==> src/sv/fps_pkg.sv <==
package fps_pkg;

  localparam int IN_BITS = 320;
  localparam int OUT_BITS = 96;

  typedef enum logic [1:0] {
    KIND_START = 2'd0,
    KIND_EDGE  = 2'd1,
    KIND_GOAL  = 2'd2,
    KIND_NONE  = 2'd3
  } kind_t;

  typedef enum logic [2:0] {
    XOP_ORIENT = 3'd0,
    XOP_NL_LP  = 3'd1,
    XOP_NL_RP  = 3'd2,
    XOP_NR_RP  = 3'd3,
    XOP_NR_LP  = 3'd4
  } xop_t;

  typedef struct packed {
    logic latch_in;
    logic wr_start;
    logic wr_portal;
    logic wr_goal;
    logic clr_req;
    logic set_ovf;
    logic x_start;
    xop_t x_op;
    logic fun_init;
    logic rd;
    logic take_l;
    logic take_r;
    logic restart_l;
    logic restart_r;
    logic i_inc;
    logic emit_cur;
    logic emit_goal;
    logic flush;
  } cmd_t;

  typedef struct packed {
    kind_t kind;
    logic  cnt_zero;
    logic  cnt_full;
    logic  x_done;
    logic  x_pos;
    logic  x_neg;
    logic  i_in_range;
    logic  emit_ok;
    logic  out_free;
    logic  goal_differs;
  } sts_t;

endpackage

==> src/sv/fps_ctrl.sv <==
module fps_ctrl (
  input  logic          clk,
  input  logic          rst,
  input  logic          s_tvalid,
  output logic          s_tready,
  output fps_pkg::cmd_t cmd,
  input  fps_pkg::sts_t sts
);

  typedef enum logic [18:0] {
    S_IDLE  = 19'h00001,
    S_DEC   = 19'h00002,
    S_OWAIT = 19'h00004,
    S_EMIT  = 19'h00008,
    S_LOOP  = 19'h00010,
    S_RD    = 19'h00020,
    S_X1    = 19'h00040,
    S_W1    = 19'h00080,
    S_X2    = 19'h00100,
    S_W2    = 19'h00200,
    S_X3    = 19'h00400,
    S_W3    = 19'h00800,
    S_X4    = 19'h01000,
    S_W4    = 19'h02000,
    S_NEXT  = 19'h04000,
    S_FIN   = 19'h08000,
    S_GEMIT = 19'h10000,
    S_FLUSH = 19'h20000,
    S_SPARE = 19'h40000
  } state_t;

  state_t state, state_next;

  assign s_tready = (state == S_IDLE);

  always_ff @(posedge clk) begin
    if (rst) begin
      state <= S_IDLE;
    end else begin
      state <= state_next;
    end
  end

  always_comb begin
    cmd        = '0;
    cmd.x_op   = fps_pkg::XOP_ORIENT;
    state_next = state;
    unique case (state)
      S_IDLE: begin
        if (s_tvalid) begin
          cmd.latch_in = 1'b1;
          state_next   = S_DEC;
        end
      end
      S_DEC: begin
        state_next = S_IDLE;
        unique case (sts.kind)
          fps_pkg::KIND_START: begin
            cmd.wr_start = 1'b1;
            cmd.clr_req  = 1'b1;
          end
          fps_pkg::KIND_EDGE: begin
            if (sts.cnt_full) begin
              cmd.set_ovf = 1'b1;
            end else begin
              cmd.x_start = 1'b1;
              state_next  = S_OWAIT;
            end
          end
          fps_pkg::KIND_GOAL: begin
            if (sts.cnt_zero) begin
              cmd.clr_req = 1'b1;
            end else begin
              cmd.wr_goal  = 1'b1;
              cmd.fun_init = 1'b1;
              state_next   = S_EMIT;
            end
          end
          default: ;
        endcase
      end
      S_OWAIT: begin
        if (sts.x_done) begin
          cmd.wr_portal = 1'b1;
          state_next    = S_IDLE;
        end
      end
      S_EMIT: begin
        if (sts.emit_ok) begin
          cmd.emit_cur = 1'b1;
          state_next   = S_LOOP;
        end
      end
      S_LOOP: state_next = sts.i_in_range ? S_RD : S_FIN;
      S_RD: begin
        cmd.rd     = 1'b1;
        state_next = S_X1;
      end
      S_X1: begin
        cmd.x_start = 1'b1;
        cmd.x_op    = fps_pkg::XOP_NL_LP;
        state_next  = S_W1;
      end
      S_W1: begin
        if (sts.x_done) state_next = sts.x_neg ? S_X3 : S_X2;
      end
      S_X2: begin
        cmd.x_start = 1'b1;
        cmd.x_op    = fps_pkg::XOP_NL_RP;
        state_next  = S_W2;
      end
      S_W2: begin
        if (sts.x_done) begin
          if (sts.x_pos) begin
            cmd.restart_r = 1'b1;
            state_next    = S_EMIT;
          end else begin
            cmd.take_l = 1'b1;
            state_next = S_X3;
          end
        end
      end
      S_X3: begin
        cmd.x_start = 1'b1;
        cmd.x_op    = fps_pkg::XOP_NR_RP;
        state_next  = S_W3;
      end
      S_W3: begin
        if (sts.x_done) state_next = sts.x_pos ? S_NEXT : S_X4;
      end
      S_X4: begin
        cmd.x_start = 1'b1;
        cmd.x_op    = fps_pkg::XOP_NR_LP;
        state_next  = S_W4;
      end
      S_W4: begin
        if (sts.x_done) begin
          if (sts.x_neg) begin
            cmd.restart_l = 1'b1;
            state_next    = S_EMIT;
          end else begin
            cmd.take_r = 1'b1;
            state_next = S_NEXT;
          end
        end
      end
      S_NEXT: begin
        cmd.i_inc  = 1'b1;
        state_next = S_LOOP;
      end
      S_FIN: state_next = sts.goal_differs ? S_GEMIT : S_FLUSH;
      S_GEMIT: begin
        if (sts.emit_ok) begin
          cmd.emit_goal = 1'b1;
          state_next    = S_FLUSH;
        end
      end
      S_FLUSH: begin
        if (sts.out_free) begin
          cmd.flush   = 1'b1;
          cmd.clr_req = 1'b1;
          state_next  = S_IDLE;
        end
      end
      default: state_next = S_IDLE;
    endcase
  end

endmodule

==> config.mk <==
export PLATFORM = sky130hd
export DESIGN_NAME = fps_ctrl
export DESIGN_NICKNAME = d
export VERILOG_FILES = /design/src/sv/fps_pkg.sv /design/src/sv/fps_ctrl.sv
export SDC_FILE = /design/constraint.sdc
export NUM_CORES = 1
export LEC_CHECK = 0
export BUFFER_PORTS_ARGS = -buffer_cell sky130_fd_sc_hd__buf_4
export CORE_UTILIZATION = 56
export DETAILED_ROUTE_END_ITERATION = 10
export HOLD_SLACK_MARGIN = 0.1
export PLACE_DENSITY = 0.85
export SYNTH_ARGS = -nofsm -noshare
export SYNTH_HDL_FRONTEND = slang
export SYNTH_SLANG_ARGS = --single-unit
==> constraint.sdc <==
create_clock -name clk -period 3.6 [get_ports clk]
set_input_delay 0.18 -clock clk [delete_from_list [all_inputs] [get_ports clk]]
set_output_delay 0.18 -clock clk [all_outputs]
set_load 0.005 [all_outputs]
# --- Yosys cells after proc, flatten, opt, wreduce, memory -nomap -nowiden ---
# Cells that the tools add are included.
# Widths: inputs -> output; s select.
classes:
  eq_ne: 29
  muxes: 54
  reduce_logical: 3
ops:
  columns: ["cell", "n"]
  rows:
  - ["$pmux 19 s18", 1]
  - ["$mux 19", 9]
  - ["$mux 15", 2]
  - ["$mux 1", 28]
  - ["$mux 11", 2]
  - ["$eq 19x1->1 const B", 1]
  - ["$eq 19x10->1 const B", 1]
  - ["$eq 19x11->1 const B", 1]
  - ["$eq 19x12->1 const B", 1]
  - ["$eq 19x13->1 const B", 1]
  - ["$eq 19x14->1 const B", 1]
  - ["$eq 19x15->1 const B", 1]
  - ["$eq 19x16->1 const B", 1]
  - ["$eq 19x17->1 const B", 1]
  - ["$eq 19x18->1 const B", 1]
  - ["$eq 19x2->1 const B", 1]
  - ["$eq 19x3->1 const B", 1]
  - ["$eq 19x4->1 const B", 1]
  - ["$eq 19x5->1 const B", 1]
  - ["$eq 19x6->1 const B", 1]
  - ["$eq 19x7->1 const B", 1]
  - ["$eq 19x8->1 const B", 1]
  - ["$eq 19x9->1 const B", 1]
  - ["$mux 18", 1]
  - ["13 further kinds", 25]
totals:
  register_bits: 19
  input_bits: 14
  output_inout_bits: 21
  elab_cells: 87

# --- Depth between registers and ports, before layout ---
depth:
  depth_word: 3
  mapped_depth: 8
  mapped_depth_nobuf: 6

# --- Worst setup path before layout ---
# OpenSTA, ideal clock, no wires.
synth_timing:
  path_kind: "register -> register"
  startpoint: "register state[12]"
  endpoint: "register state[3]"
  setup_ns: 0.071
  arrival_time_ns: 2.307
  setup_slack_ns: 1.223
  path_stages_with_launch: 7
  period_less_slack_ns: 2.377
  cell_sequence: "dfxtp_1 > or4_4 > or4_4 > nor4b_4 > a221oi_1 > or3_1 > a21oi_1"
synth_via:
  elab_chain_len: 3
  elab_cells_between_ends: 29
  classes_between: "eq/ne (27); mux (1); reduce/logical (1)"
synth_lines:
  columns: ["element", "line", "text"]
  rows:
  - ["start: declaration", "fps_ctrl.sv:32", "state_t state, state_next;"]
  - ["start signal: assignment", "fps_ctrl.sv:40", "state <= state_next;"]
  - ["$eq 19x8->1, or another cell as far along", "fps_ctrl.sv:48", "unique case (state)"]
  - ["$ne 2x2->1 (no source line)", null, null]
  - ["$reduce_and 9->1 (no source line)", null, null]
# Parallel ways exist; a longest one is shown, timed or not.
# A chain may end at the register's enable or synchronous reset.

# --- Final worst setup path ---
layout_timing:
  startpoint: "register state[13]"
  endpoint: "register state[0]"
# The elaborated chain is that of the path after synthesis.

==> impl_metrics.ini <==
[timing]
finalSetupViolations = 0
final_setup_margin_ps = 696
setup_tns_ps = 0
hold_viol_final = 0
post-route-min-period_ps = 2900
period_share = 0.807
finalMaxSlewViolations = 0
fmaxAchievable_ghz = 0.344
fin_skew_ps = 1.04
timing_worst_slew_pin_value_ps = 700
slew_headroom = 0.529
unrepaired_setup_endpoints_after_global_routing = false

[cells_and_area]
synthesis_to_layout_area_growth_pct = 23.9
registers.top_by_ff_count = state
finalInstanceArea_um2 = 1620
diodes = 0
largest_register_ff_count = 18
fraction_of_layout_cells_with_a_size_suffix_above_1 = 0.218
layout_nets = 216
multi_input_area_um2 = 883
layout.cells.most_common = sky130_fd_sc_hd__buf_4
fillers = 191
seqCellArea_um2 = 360
largest_registers = state: 18 flops
mostFrequentLayoutCells = sky130_fd_sc_hd__buf_4 (34), sky130_fd_sc_hd__nor2_1 (18), sky130_fd_sc_hd__dfxtp_1 (18)

[logic_synthesis]
synth_enable_flop_cells = 0
synth_warnings = 0
yosysSeqAreaShare = 0.276
netlist_instances = 163
synth-async-reset-ratio = 0
postSynthNetCount = 180
top_post_synthesis_cells_by_area = sky130_fd_sc_hd__dfxtp_1 (28%), sky130_fd_sc_hd__nor2_1 (5.2%), sky130_fd_sc_hd__nor4_1 (4.3%)
mappedNetlistArea_um2 = 1310
synth_ff_type = sky130_fd_sc_hd__dfxtp_1
unique_masters_post_synth = 48
postSynthRegisterBits = 18
largest_area_contributor_in_the_netlist = sky130_fd_sc_hd__dfxtp_1
syn-mean-instance-area_um2 = 8.02
yosysTopAreaCellShare = 0.276

[clock_tree]
clkSlewWorstSetupHoldPaths_ps = 100
cts_resized = 0
postCtsSetupBuffers = 0
cts_max_level = 1
max-clock-path-buffers = 2
cts_buffers = 3
cts_tree = yes
cts.sinks = 18
clock_insertion_delay_worst_skew_ps = 300
clock-root-buffer = sky130_fd_sc_hd__clkbuf_4

[critical_path]
worst-endpoint-arrival_ps = 3100
critical_path_source_type = register
kind_of_capture_point_of_the_worst_setup_path = register
required_ps = 3790
crit_type = register to register
reg2reg_depth = 6
critPathMaxFanout = 10

[routing]
via_per_inst = 6.34
detail-route-antenna-nets = 0
routed_wire_length_per_instance_um = 15.9
routed-via-count = 1426
dr_drc_count = 0
detailed_routing_iteration_count_for_the_pre_antenna_repair_pass = 4
detail_route.iter0.violations = 68
detail_route.wirelength_mm = 3.58

[grt]
grt.overflow.total = 0
grt_use_total = 0.312
grt_pass1_vias = 1326
grt_first_pass_wirelength_mm = 5.98
grt_start_max_net_pins = 19
antenna_violations_before_repair = 0

[place]
dpl_cell_area_um2 = 1570
place.gp.congestion = 0.938
quantity_of_i_o_buffers_inserted_on_ports = 34
place_ws_ps = 753
detailed_place_hpwl_mm = 2.77

[power_and_ir_drop]
power_density_nw_per_um2 = 280
irDropWorstVdd_v = 0.000229
cellLeakagePower_uw = 0.000717

[floorplan]
design.die.area_um2 = 2530
die_h_um = 50.3
dieWidth_um = 50.3
core_area_um2 = 2210
fp-row-count = 17
initial_utilization = 0.591
boundaryPins = 35

[min_path]
class_of_the_worst_hold_path = input port to register
min_path_cells = 3

[job]
maxCapViolations = 0

[outcome]
outcome = complete, no violations
## metal layers
layer / track usage / vias up / part of all wire
met5: 0 / - / 0
met4: 0.125 / 0 / 0.015
met3: 0.0576 / 7 / 0.055
met2: 0.502 / 60 / 0.47
met1: 0.409 / 661 / 0.46
li1: - / 698 / -
## area by class of cell
| type | count | area share |
|---|---|---|
| Multi-Input combinational cell | 130 | 0.545 |
| Sequential cell | 18 | 0.222 |
| Timing Repair Buffer | 37 | 0.176 |
| Tap cell | 28 | 0.0216 |
| Inverter | 9 | 0.0208 |
| Clock buffer | 3 | 0.0139 |
## synthesized netlist by cell type (all sizes together), types with 3 or more instances
cell type  number
a21oi           9
and2            3
and3            4
and4            3
and4b           3
buf             3
clkbuf          3
dfxtp          18
ha              3
inv             9
nand2           4
nand3           4
nand4b          6
nor2           18
nor3            9
nor4            9
nor4b           4
o21ai           8
or3             3
or4             7
xor2            3
## final timing paths
| path | from | end | slack, ps |
|---|---|---|---|
| max reg2reg | state[13] | state[0] | 700 |
| max | state[13] | state[0] | 700 |
| min | sts[6] | state[2] | 170 |
| min reg2reg | state[13] | state[13] | 560 |
## cells by family after synthesis
kind of cell               synth area share
DFF                                   0.276
xor gates and xnor gates             0.0268
AOI/OAI and AO/OA                     0.166
adders and majority gates            0.0287
buffers and inverters                0.0488
and+or+nand+nor                       0.455
## per-stage QoR
stage,utilization,instances,hold WS (ps),total power (µW)
6_report,0.732,225,173,454
5_1_grt,0.732,225,183,480
4_1_cts,0.732,225,164,455
3_5_place_dp,0.709,219,361,350
3_3_place_gp,0.709,219,350,348
2_1_floorplan,-,163,257,305
## worst max-delay path, cell delays in order (launching register included)
cell and delay [ps]:
sky130_fd_sc_hd__dfxtp_1 360, sky130_fd_sc_hd__or4_4 560, sky130_fd_sc_hd__nor4_1 620, sky130_fd_sc_hd__nand4b_1 320
sky130_fd_sc_hd__a41oi_2 440, sky130_fd_sc_hd__or2_1 360, sky130_fd_sc_hd__o21ai_1 120
## report_power, final
part           switching, µW  internal [µW]  leakage [µW]
sequential              7.27            205      0.000145
clock                   64.5           39.2     0.0000138
combinational           76.8           61.4      0.000557
total                    149            305      0.000717
## repair_timing
action / 4_1_cts / 5_1_grt
hold buffers: 3 / 0
hold endpoints to repair: 3 / 0
setup endpoints to repair: 0 / 0
Note: power is estimated with default switching activity, not from simulation.
